### config.mk
export PLATFORM = sky130hd
export DESIGN_NAME = tar_stream_deframer
export DESIGN_NICKNAME = d
export VERILOG_FILES = /design/src/hw/rtl/tsd_pkg.sv /design/src/hw/rtl/tar_stream_deframer.sv /design/src/hw/rtl/tsd_octal_field.sv /design/src/hw/rtl/tsd_in_reg.sv /design/src/hw/rtl/tsd_parser.sv
export VERILOG_INCLUDE_DIRS = /design/src /design/src/hw/rtl
export SDC_FILE = /design/constraint.sdc
export NUM_CORES = 1
export LEC_CHECK = 0
export ABC_AREA = 1
export BUFFER_PORTS_ARGS = -buffer_cell sky130_fd_sc_hd__buf_2
export CAP_MARGIN = 20
export CORE_MARGIN = 2
export CORE_UTILIZATION = 60
export DETAILED_ROUTE_END_ITERATION = 7
export PLACE_DENSITY = 0.89
export SKIP_LAST_GASP = 1
export SLEW_MARGIN = 25
export SYNTH_ARGS = -nofsm -noshare
export SYNTH_HDL_FRONTEND = slang
export SYNTH_SLANG_ARGS = --single-unit
### constraint.sdc
create_clock -name clk -period 5.88 [get_ports clk]
set_input_delay 0 -clock clk [delete_from_list [all_inputs] [get_ports clk]]
set_output_delay 0 -clock clk [all_outputs]
set_load 0.02 [all_outputs]
### src/hw/rtl/assert_macros.svh
// Assertion macros for the RTL files that check their own logic.
`ifndef ASSERT_MACROS_SVH
`define ASSERT_MACROS_SVH

// Same-cycle implication, sampled on clk, off during rst.
`define ASSERT_IMP(label, ante, cons, msg) \
  label: assert property (@(posedge clk) disable iff (rst) (ante) |-> (cons)) \
    else $error(msg);

// Next-cycle implication, sampled on clk, off during rst.
`define ASSERT_NXT(label, ante, cons, msg) \
  label: assert property (@(posedge clk) disable iff (rst) (ante) |=> (cons)) \
    else $error(msg);

`endif

### src/hw/rtl/tsd_pkg.sv
// Shared types, constants and helpers of the tar stream deframer.
package tsd_pkg;

  localparam int unsigned OFFSET_W   = 9;
  localparam int unsigned BYTE_SUM_W = 17;
  localparam int unsigned SIZE_W     = 36;
  localparam int unsigned CSUM_W     = 24;

  localparam logic [OFFSET_W-1:0] BLOCK_LAST = 9'd511;
  localparam logic [OFFSET_W-1:0] SUM_FIRST  = 9'd148;
  localparam logic [OFFSET_W-1:0] SUM_LAST   = 9'd155;
  localparam logic [OFFSET_W-1:0] SIZE_FIRST = 9'd124;
  localparam logic [OFFSET_W-1:0] SIZE_LAST  = 9'd135;  // twelve bytes from SIZE_FIRST
  localparam logic [OFFSET_W-1:0] TYPE_AT    = 9'd156;

  localparam logic [7:0] SUM_FILL = 8'h20;
  localparam logic [7:0] DIR_TYPE = 8'h35;
  localparam logic [7:0] DIGIT_0  = 8'h30;
  localparam logic [7:0] DIGIT_7  = 8'h37;

  typedef enum logic [2:0] {
    K_HDR   = 3'd0,
    K_OK    = 3'd1,
    K_DATA  = 3'd2,
    K_PAD   = 3'd3,
    K_END   = 3'd4,
    K_CSUM  = 3'd5,
    K_TRUNC = 3'd6,
    K_IDLE  = 3'd7
  } kind_t;

  typedef enum logic [1:0] {
    PH_HEADER = 2'd0,
    PH_DATA   = 2'd1,
    PH_STOP   = 2'd2
  } phase_t;

  typedef enum logic [1:0] {
    SCAN_SKIP = 2'd0,
    SCAN_DIGITS = 2'd1,
    SCAN_DONE = 2'd2
  } scan_t;

  typedef struct packed {
    logic [7:0] data;
    logic       eoi;
  } in_item_t;

  typedef struct packed {
    kind_t             kind;
    logic [7:0]        data_byte;
    logic [SIZE_W-1:0] entry_size;
    logic [7:0]        hdr_type;
  } result_t;

  function automatic logic is_octal(input logic [7:0] b);
    return (b >= DIGIT_0) && (b <= DIGIT_7);
  endfunction

endpackage

### src/hw/rtl/tar_stream_deframer.sv
// Tar stream deframer: splits a tar byte stream into 512-byte header and data
// blocks, one byte per transaction in and one result per byte out. Headers are
// summed with the checksum field read as spaces, the octal size and checksum
// fields are parsed, and the last header byte reports header ok, end of archive
// or checksum error; data bytes are classed as file data or padding. Early end of
// input reports truncated. After any of these stop reasons every byte returns
// idle until reset. The block takes one byte every cycle while its results are
// not stalled. A byte is taken into the input register; its result is formed by
// the sum, octal shift and byte counter update and is loaded into the result
// register, where it waits until it is taken. While the output stalls, the two
// registers fill and the input then stalls too.
`include "assert_macros.svh"
module tar_stream_deframer import tsd_pkg::*; (
  input  logic              clk,
  input  logic              rst,
  input  logic              in_valid,
  output logic              in_stall,
  input  logic [7:0]        byte_in,
  input  logic              end_of_input,
  output logic              out_valid,
  input  logic              out_stall,
  output logic [2:0]        kind,
  output logic [7:0]        data_byte,
  output logic [SIZE_W-1:0] entry_size,
  output logic [7:0]        hdr_type
);

  logic     advance;
  logic     item_valid;
  in_item_t item;
  result_t  result;

  tsd_in_reg u_in_reg (
    .clk          (clk),
    .rst          (rst),
    .in_valid     (in_valid),
    .in_stall     (in_stall),
    .byte_in      (byte_in),
    .end_of_input (end_of_input),
    .advance      (advance),
    .item_valid   (item_valid),
    .item         (item)
  );

  tsd_parser u_parser (
    .clk        (clk),
    .rst        (rst),
    .item_valid (item_valid),
    .item       (item),
    .advance    (advance),
    .out_valid  (out_valid),
    .out_stall  (out_stall),
    .result     (result)
  );

  assign kind       = result.kind;
  assign data_byte  = result.data_byte;
  assign entry_size = result.entry_size;
  assign hdr_type   = result.hdr_type;

  `ASSERT_IMP(a_stall_only_full, in_stall, item_valid && out_valid && out_stall,
              "input stalled with room in the pipeline")
  `ASSERT_IMP(a_hdr_fields_on_ok, out_valid && (kind != K_OK),
              (entry_size == '0) && (hdr_type == '0), "header fields set outside header ok")
  `ASSERT_NXT(a_idle_after_stop,
              out_valid && !out_stall && ((kind == K_END) || (kind == K_CSUM) || (kind == K_TRUNC)),
              !out_valid || (kind == K_IDLE), "result after stop is not idle")

endmodule

### src/hw/rtl/tsd_octal_field.sv
// Octal text field scanner: skips leading non-digits, stops at the first non-digit.
module tsd_octal_field import tsd_pkg::*; #(
  parameter int unsigned WIDTH = CSUM_W
) (
  input  logic             clk,
  input  logic             rst,
  input  logic             en,
  input  logic             clear,
  input  logic [7:0]       char_in,
  output logic [WIDTH-1:0] value
);

  scan_t            scan, scan_next;
  logic [WIDTH-1:0] value_next;
  logic             digit;

  always_comb begin
    digit      = is_octal(char_in);
    scan_next  = scan;
    value_next = value;
    if (clear) begin
      scan_next  = SCAN_SKIP;
      value_next = '0;
    end else if (en) begin
      unique case (scan)
        SCAN_SKIP: begin
          if (digit) begin
            scan_next  = SCAN_DIGITS;
            value_next = WIDTH'(char_in[2:0]);
          end
        end
        SCAN_DIGITS: begin
          // shift in one octal digit; the top bits drop off
          if (digit) value_next = {value[WIDTH-4:0], char_in[2:0]};
          else scan_next = SCAN_DONE;
        end
        default: ;
      endcase
    end
  end

  always_ff @(posedge clk) begin
    if (rst) begin
      scan  <= SCAN_SKIP;
      value <= '0;
    end else begin
      scan  <= scan_next;
      value <= value_next;
    end
  end

endmodule

### src/hw/rtl/tsd_in_reg.sv
// Input register stage with stall back to the source.
module tsd_in_reg import tsd_pkg::*; (
  input  logic       clk,
  input  logic       rst,
  input  logic       in_valid,
  output logic       in_stall,
  input  logic [7:0] byte_in,
  input  logic       end_of_input,
  input  logic       advance,
  output logic       item_valid,
  output in_item_t   item
);

  logic load;

  assign load     = !item_valid || advance;
  assign in_stall = !load;

  always_ff @(posedge clk) begin
    if (rst) begin
      item_valid <= 1'b0;
    end else if (load) begin
      item_valid <= in_valid;
    end
  end

  always_ff @(posedge clk) begin
    if (load && in_valid) begin
      item.data <= byte_in;
      item.eoi  <= end_of_input;
    end
  end

endmodule

### src/hw/rtl/tsd_parser.sv
// Block framing, header checks and data classing, with the result register.
module tsd_parser import tsd_pkg::*; (
  input  logic     clk,
  input  logic     rst,
  input  logic     item_valid,
  input  in_item_t item,
  output logic     advance,
  output logic     out_valid,
  input  logic     out_stall,
  output result_t  result
);

  logic [OFFSET_W-1:0]   offset, offset_next;
  phase_t                phase, phase_next;
  logic [BYTE_SUM_W-1:0] byte_sum, byte_sum_next;
  logic                  all_zero, all_zero_next;
  logic [7:0]            type_byte, type_byte_next;
  logic [SIZE_W-1:0]     bytes_left, bytes_left_next;
  logic [SIZE_W-1:0]     size_value;
  logic [CSUM_W-1:0]     stored_sum;
  logic [SIZE_W-1:0]     eff_size;
  result_t               result_next;
  logic                  take, last, in_sum, in_size, hdr_clear;

  assign advance = !out_valid || !out_stall;
  assign take    = item_valid && advance;
  assign last    = (offset == BLOCK_LAST);
  assign in_sum  = (offset >= SUM_FIRST) && (offset <= SUM_LAST);
  assign in_size = (offset >= SIZE_FIRST) && (offset <= SIZE_LAST);
  assign eff_size = (type_byte == DIR_TYPE) ? '0 : size_value;

  tsd_octal_field #(.WIDTH(SIZE_W)) u_size (
    .clk     (clk),
    .rst     (rst),
    .en      (take && (phase == PH_HEADER) && in_size),
    .clear   (hdr_clear),
    .char_in (item.data),
    .value   (size_value)
  );

  tsd_octal_field #(.WIDTH(CSUM_W)) u_csum (
    .clk     (clk),
    .rst     (rst),
    .en      (take && (phase == PH_HEADER) && in_sum),
    .clear   (hdr_clear),
    .char_in (item.data),
    .value   (stored_sum)
  );

  always_comb begin
    offset_next     = offset + 1'b1;
    phase_next      = phase;
    byte_sum_next   = byte_sum;
    all_zero_next   = all_zero;
    type_byte_next  = type_byte;
    bytes_left_next = bytes_left;
    hdr_clear       = 1'b0;
    result_next     = '{kind: K_HDR, data_byte: item.data, entry_size: '0, hdr_type: '0};
    unique case (phase)
      PH_HEADER: begin
        byte_sum_next = byte_sum + BYTE_SUM_W'(in_sum ? SUM_FILL : item.data);
        all_zero_next = all_zero && (item.data == 8'h00);
        if (offset == TYPE_AT) type_byte_next = item.data;
        if (last) begin
          if (all_zero_next) begin
            result_next.kind = K_END;
            phase_next       = PH_STOP;
          end else if (CSUM_W'(byte_sum_next) != stored_sum) begin
            result_next.kind = K_CSUM;
            phase_next       = PH_STOP;
          end else if (item.eoi) begin
            result_next.kind = K_TRUNC;
            phase_next       = PH_STOP;
          end else begin
            result_next.kind       = K_OK;
            result_next.entry_size = eff_size;
            result_next.hdr_type   = type_byte;
            bytes_left_next        = eff_size;
            phase_next             = (eff_size != '0) ? PH_DATA : PH_HEADER;
            hdr_clear              = take;
            byte_sum_next          = '0;
            all_zero_next          = 1'b1;
            type_byte_next         = '0;
          end
        end else if (item.eoi) begin
          result_next.kind = K_TRUNC;
          phase_next       = PH_STOP;
        end
      end
      PH_DATA: begin
        if (bytes_left != '0) begin
          result_next.kind = K_DATA;
          bytes_left_next  = bytes_left - 1'b1;
        end else begin
          result_next.kind = K_PAD;
        end
        if (item.eoi) begin
          result_next.kind = K_TRUNC;
          phase_next       = PH_STOP;
        end else if (last && (bytes_left_next == '0)) begin
          phase_next = PH_HEADER;
        end
      end
      default: begin
        // stopped: idle results until reset
        result_next = '{kind: K_IDLE, data_byte: '0, entry_size: '0, hdr_type: '0};
      end
    endcase
  end

  always_ff @(posedge clk) begin
    if (rst) begin
      offset     <= '0;
      phase      <= PH_HEADER;
      byte_sum   <= '0;
      all_zero   <= 1'b1;
      type_byte  <= '0;
      bytes_left <= '0;
      out_valid  <= 1'b0;
    end else begin
      if (take) begin
        offset     <= offset_next;
        phase      <= phase_next;
        byte_sum   <= byte_sum_next;
        all_zero   <= all_zero_next;
        type_byte  <= type_byte_next;
        bytes_left <= bytes_left_next;
      end
      if (advance) out_valid <= item_valid;
    end
  end

  always_ff @(posedge clk) begin
    if (take) result <= result_next;
  end

endmodule
# Word-level counts from Yosys, hierarchy flattened
# Cells that the tools add are included.
# totals
wordCells	138
ff_bits	203
out_inout_bits	57
in_bits	13
# op_classes
add_sub_neg	3
order_cmp	6
bitwise_logic	2
mux	54
n_reduce_logical	36
n_eq_ne	19
# op_table
operator	n
$mux 36	9
$pmux 36 s2	2
$reduce_bool 36->1	2
$mux 17	4
$mux 24	2
$mux 8	6
$pmux 24 s2	1
$logic_not 36->1	1
$sub 36x1->36 const B	1
$ne 17x24->1	1
$reduce_and 4->1	5
$le 9x8->1 const B	2
$mux 2	9
$mux 3	6
$ne 2x2->1 const B	9
$add 17x17->17	1
$pmux 2 s2	3
$mux 1	11
$logic_and 1x1->1	10
$add 9x1->9 const B	1
$eq 9x8->1 const B	1
$eq 9x9->1 const B	1
$ge 9x7->1 const B	1
$ge 9x8->1 const B	1
17 further kinds	30

# Logic depth before layout (Yosys ltp)
# logic_depth
word_depth	10
mapped_depth	31
ltp_nobuf	30

# By module
# A second synthesis with hierarchy kept.
# unflattened
cells_unflattened	1718
hier_area_um2	11685.0
# modules_own_cells
mod	instances	area_each_um2	cells_per_inst
tsd_parser	1	8683.3	1335
tsd_octal_field (u_parser.u_size)	1	1579.0	207
tsd_octal_field (u_parser.u_csum)	1	1106.1	160
tsd_in_reg	1	316.6	16

# Worst setup path after synthesis
# No wires, ideal clock.
# synth_path
path_kind	reg-to-reg
from	register u_parser.out_valid
to	register u_parser.bytes_left[23]
t_arrival_ns	5.104
path_stages_with_launch	10
slack_ns	0.662
setup_time_ns	0.114
path_buffers	1
cell_sequence	dfxtp_1 > nand2_1 > inv_1 > nor2_1 > clkinv_1 > a21oi_1 > nand2_2 > clkbuf_1 > a21oi_1 > nor2_1
# synth_via
elab_chain_cells	4
# synth_rtl
element	line	text
start, declared	tsd_parser.sv:8	output logic out_valid,
start signal, assigned	tsd_parser.sv:129	if (advance) out_valid <= item_valid;
$logic_not 1->1	tsd_parser.sv:25	assign advance = !out_valid || !out_stall;
$logic_or 1x1->1	tsd_parser.sv:25	
$logic_and 1x1->1	tsd_parser.sv:26	assign take = item_valid && advance;
via u_parser.take	tsd_parser.sv:23	logic take, last, in_sum, in_size, hdr_clear;
$reduce_and 6->1 (no line)	--	
end signal, assigned	tsd_parser.sv:127	bytes_left <= bytes_left_next;
end, declared	tsd_parser.sv:18	logic [SIZE_W-1:0] bytes_left, bytes_left_next;
# The timed path passes the listed nets, and every way through them passes these cells.
# A chain may end at the register's enable or synchronous reset.

# Worst setup path in the final report
# layout_path
from	register u_parser.offset[0]
to	register u_parser.bytes_left[4]
# layout_via
elab_chain_cells	7
elab_cells_between_ends	10
classes_between	add/sub (1); order compare (2); eq/ne (4); mux (1); reduce/logical (2)
# layout_rtl
element	line	text
start, declared	tsd_parser.sv:13	logic [OFFSET_W-1:0] offset, offset_next;
start signal, assigned	tsd_parser.sv:122	offset <= offset_next;
$ge 9x8->1 / $le 9x8->1 (equally long branches)	tsd_parser.sv:28	assign in_sum = (offset >= SUM_FIRST) && (offset <= SUM_LAST);
$logic_and 1x1->1	tsd_parser.sv:28	
$mux 8	tsd_parser.sv:61	byte_sum_next = byte_sum + BYTE_SUM_W'(in_sum ? SUM_FILL : item.data);
$add 17x17->17	tsd_parser.sv:61	
$ne 17x24->1	tsd_parser.sv:68	end else if (CSUM_W'(byte_sum_next) != stored_sum) begin
$ne 2x2->1 (no line)	--	
$reduce_and 6->1 (no line) *	--	
# Every way passes the cells marked *; elsewhere a longest branch is shown, timed or not.

==> metrics.csv <==
metric,value,unit
Slowest Stage Delay on Critical Path,0.52,ns
FF-to-FF Start,u_parser.offset[0],
Gate power share,6.3,%
# hold bufs at CTS,14,
Peak Freq,207.3,MHz
CTS tree,yes,
met1 WL,12210,um
VDD IR max,0.3041,mV
Syn Area/Cell,6.729,um2
# rows,49,
fin. max-slew vios,0,
first-pass GRT wire length,50160,um
drc violations,0,
critical path peak fanout,41,
crit path kind,flip-flop to flip-flop,
Slew @ Worst Pin,0.9004,ns
synthesized instance count,1636,
Net Sw Frac,24.15,%
antenna cells,0,
Tcrit/Tclk final,82.04,%
clock root buffer,clkbuf_16,
Crit Reg-Reg Endpoint,u_parser.bytes_left[4],
antenna violations before repair,0,
htree depth,1,
top routing layer in use,met4,
Core Box Area,0.01796,mm2
gr ovfl total,0,
Inserted Clock Buffers,23,
Synth area leader,dfxtp_1,
Area growth syn-to-layout,11.82,%
initial DRC count,1144,
Final setup viols,0,
Die Width,139.5,um
final wirelength,31650,um
post-synthesis cell area,0.01101,mm2
synthesized flop and latch total,203,
die height,139.5,um
synth unique cells,37,
die area,0.01945,mm2
# resized after CTS,0,
Cell Pwr Density,245.7,mW/mm2
clk sinks,203,
register area share after synthesis,42.73,%
initial core utilization,61.29,%
cell repeated most along the worst path,nand2_1,
Tmin final,4.824,ns
Post-Syn Nets,1662,
relative slew slack,39.83,%
IO Port Bufs,69,
RD Place Congestion,0.9884,
pin count of the biggest net entering global routing,65,
post-synth top area share,25.28,%
HPWL after detailed placement,21970,um
critical path arrival,5.29,ns
path depth of the worst reg2reg path,28,
Worst Hold Depth,2,
hold path startpoint,byte_in[1],
wire length on met2,15290,um
clk_skew,0.01908,ns
Final WS setup,1.056,ns
Worst setup SP type,flip-flop,
final net count,1714,
Initial DRT Pass Iterations,8,
RSZ-0062 raised after global routing,no,
DR vias/cell,5.749,
CP Capture Type,flip-flop,
Clock Power Share,44.4,%
DR WL/cell,16.37,um
"Hold Vio Cnt, Final",0,
Yosys warning count,0,
Worst EP required,6.34,ns
sequential power share,49.3,%
Post CTS Setup Buffer Count,0,
vias in the first global route,10351,
I/O pins,70,
met3 routed WL,2463,um
outcome,"finished, final reports clean",
most frequent cells in the layout,"413 x nand2_1, 310 x nor2_1, 179 x inv_1",
Pleak,5.486,nW
maxcap violations,0,
"commonest non-fill, non-tap cell in the layout",nand2_1,
synth top area cells,"dfxtp_1 25%, edfxtp_1 17%, nand2_1 14%, nor2_1 11%, o21ai_0 6.9%",
Min Hold Slack,0.1962,ns
TNS Setup,0,ns
Vias,11118,
hold path endpoint,u_in_reg.item[2],
dpl ws,1.100,ns
clock transition at the registers of the reported paths,0.06,ns
Global Route Usage Sum,31.58,%
Worst-Skew Late Latency,0.53,ns
Hold WC Path Type,input port to flip-flop,
Pint,0.002294,W
DRT antenna net count,0,
Reg2Reg Setup Slack,1.06,ns
layout cells sized above 1,7.449,%
Net Switching,0.0007304,W
Crit-path slowest cell,nand2_2,
CTS Buffer Depth,3,
-- worst max-delay path: cells and delay by family (launching register included) --
| kind | cells | cell delay [ns] |
|---|---|---|
| DFF | 1 | 0.33 |
| and+or+nand+nor | 19 | 2.68 |
| adders and majority gates | 3 | 0.81 |
| AOI/OAI and AO/OA | 1 | 0.10 |
| buffers and inverters | 5 | 0.79 |
-- layout make-up --
class	count	area, um2
clock buffer	30	601.8
inverter	184	690.7
multi-input combinational	1179	5353
clock inverter	12	83.83
tap	229	286.5
fill	1498	5653
timing repair buffer	97	590.6
sequential	203	4705
-- power by group through the flow --
stage / clock [W] / combinational [W] / sequential (W)
after floorplan: 0 / 0.000115 / 0.00153
after global placement: 0 / 0.000171 / 0.00152
after detailed placement: 0 / 0.000178 / 0.00152
after CTS: 0.00135 / 0.000187 / 0.00149
after global routing: 0.00140 / 0.000210 / 0.00149
final: 0.00134 / 0.000191 / 0.00149
-- through the flow --
stage          instance area (um2)  std cells  util [%]  total power, W
3_5_place_dp                 11480       1878     63.91        0.001698
2_1_floorplan                11010       1636         -        0.001644
5_1_grt                      12310       1934     68.53        0.003099
4_1_cts                      12310       1934     68.51        0.003028
3_3_place_gp                 11480       1878     63.91        0.001690
6_report                     12310       1934     68.53        0.003024
-- sequential cells by signal (all words and copies together) (netlist names) --
name	cells
u_parser.type_byte	8
u_parser.bytes_left	36
u_parser.u_csum.scan	2
u_parser.u_csum.value	24
u_in_reg.item	9
u_in_reg.item_valid	1
u_parser.byte_sum	17
u_parser.phase	2
u_parser.all_zero	1
u_parser.result	55
u_parser.u_size.value	36
u_parser.u_size.scan	2
u_parser.offset	9
u_parser.out_valid	1
-- cell families after synthesis --
kind of cell	Yosys count	share of synthesized area [%]
flip-flops	203	42.73
AND/OR/NAND/NOR	910	33.91
buffers and inverters	254	8.853
adder cells (fa/ha/maj)	13	1.546
XOR/XNOR	16	1.398
AO/OA/AOI/OAI	240	11.56
-- metal layers --
layer | up-vias | global-route usage, %
met5 | - | 0
met4 | 0 | 16.43
met3 | 125 | 3.992
met2 | 570 | 53.72
met1 | 5039 | 39.45
li1 | 5384 | -
-- cell usage after synthesis --
master,count
nand3b_1,7
o21bai_1,2
nor3_1,19
a211oi_1,2
buf_4,2
nor2_2,1
nand4_1,27
o21ai_1,1
nand4_4,1
a41oi_1,6
nor2_1,313
a31oi_1,15
inv_1,181
clkbuf_1,56
ha_1,12
a21oi_1,58
nand3_1,118
o21ai_0,152
or2_1,2
o21ai_4,1
nand2_2,3
dfxtp_1,139
a21boi_1,1
edfxtp_1,64
buf_1,1
o221ai_1,1
xnor3_1,1
buf_2,11
clkinv_1,2
xor2_1,14
xnor2_1,1
fa_1,1
o31ai_1,1
nor2_4,1
inv_2,1
nand2_1,413
nor4_1,5
-- how the worst max path moves through the flow --
stage	startpoint	end	slack [ns]	cells past startpoint
finish	u_parser.offset[0]	u_parser.bytes_left[4]	1.06	28
CTS	u_parser.offset[0]	u_parser.bytes_left[4]	1.08	28
detailed placement	u_parser.offset[0]	u_parser.bytes_left[4]	1.10	28
floorplan	u_parser.out_valid	u_parser.bytes_left[23]	0.66	9
global route	u_parser.offset[0]	u_parser.bytes_left[2]	0.54	28
global placement	u_parser.offset[0]	u_parser.bytes_left[7]	1.28	28
(Power assumes the default switching activity.)
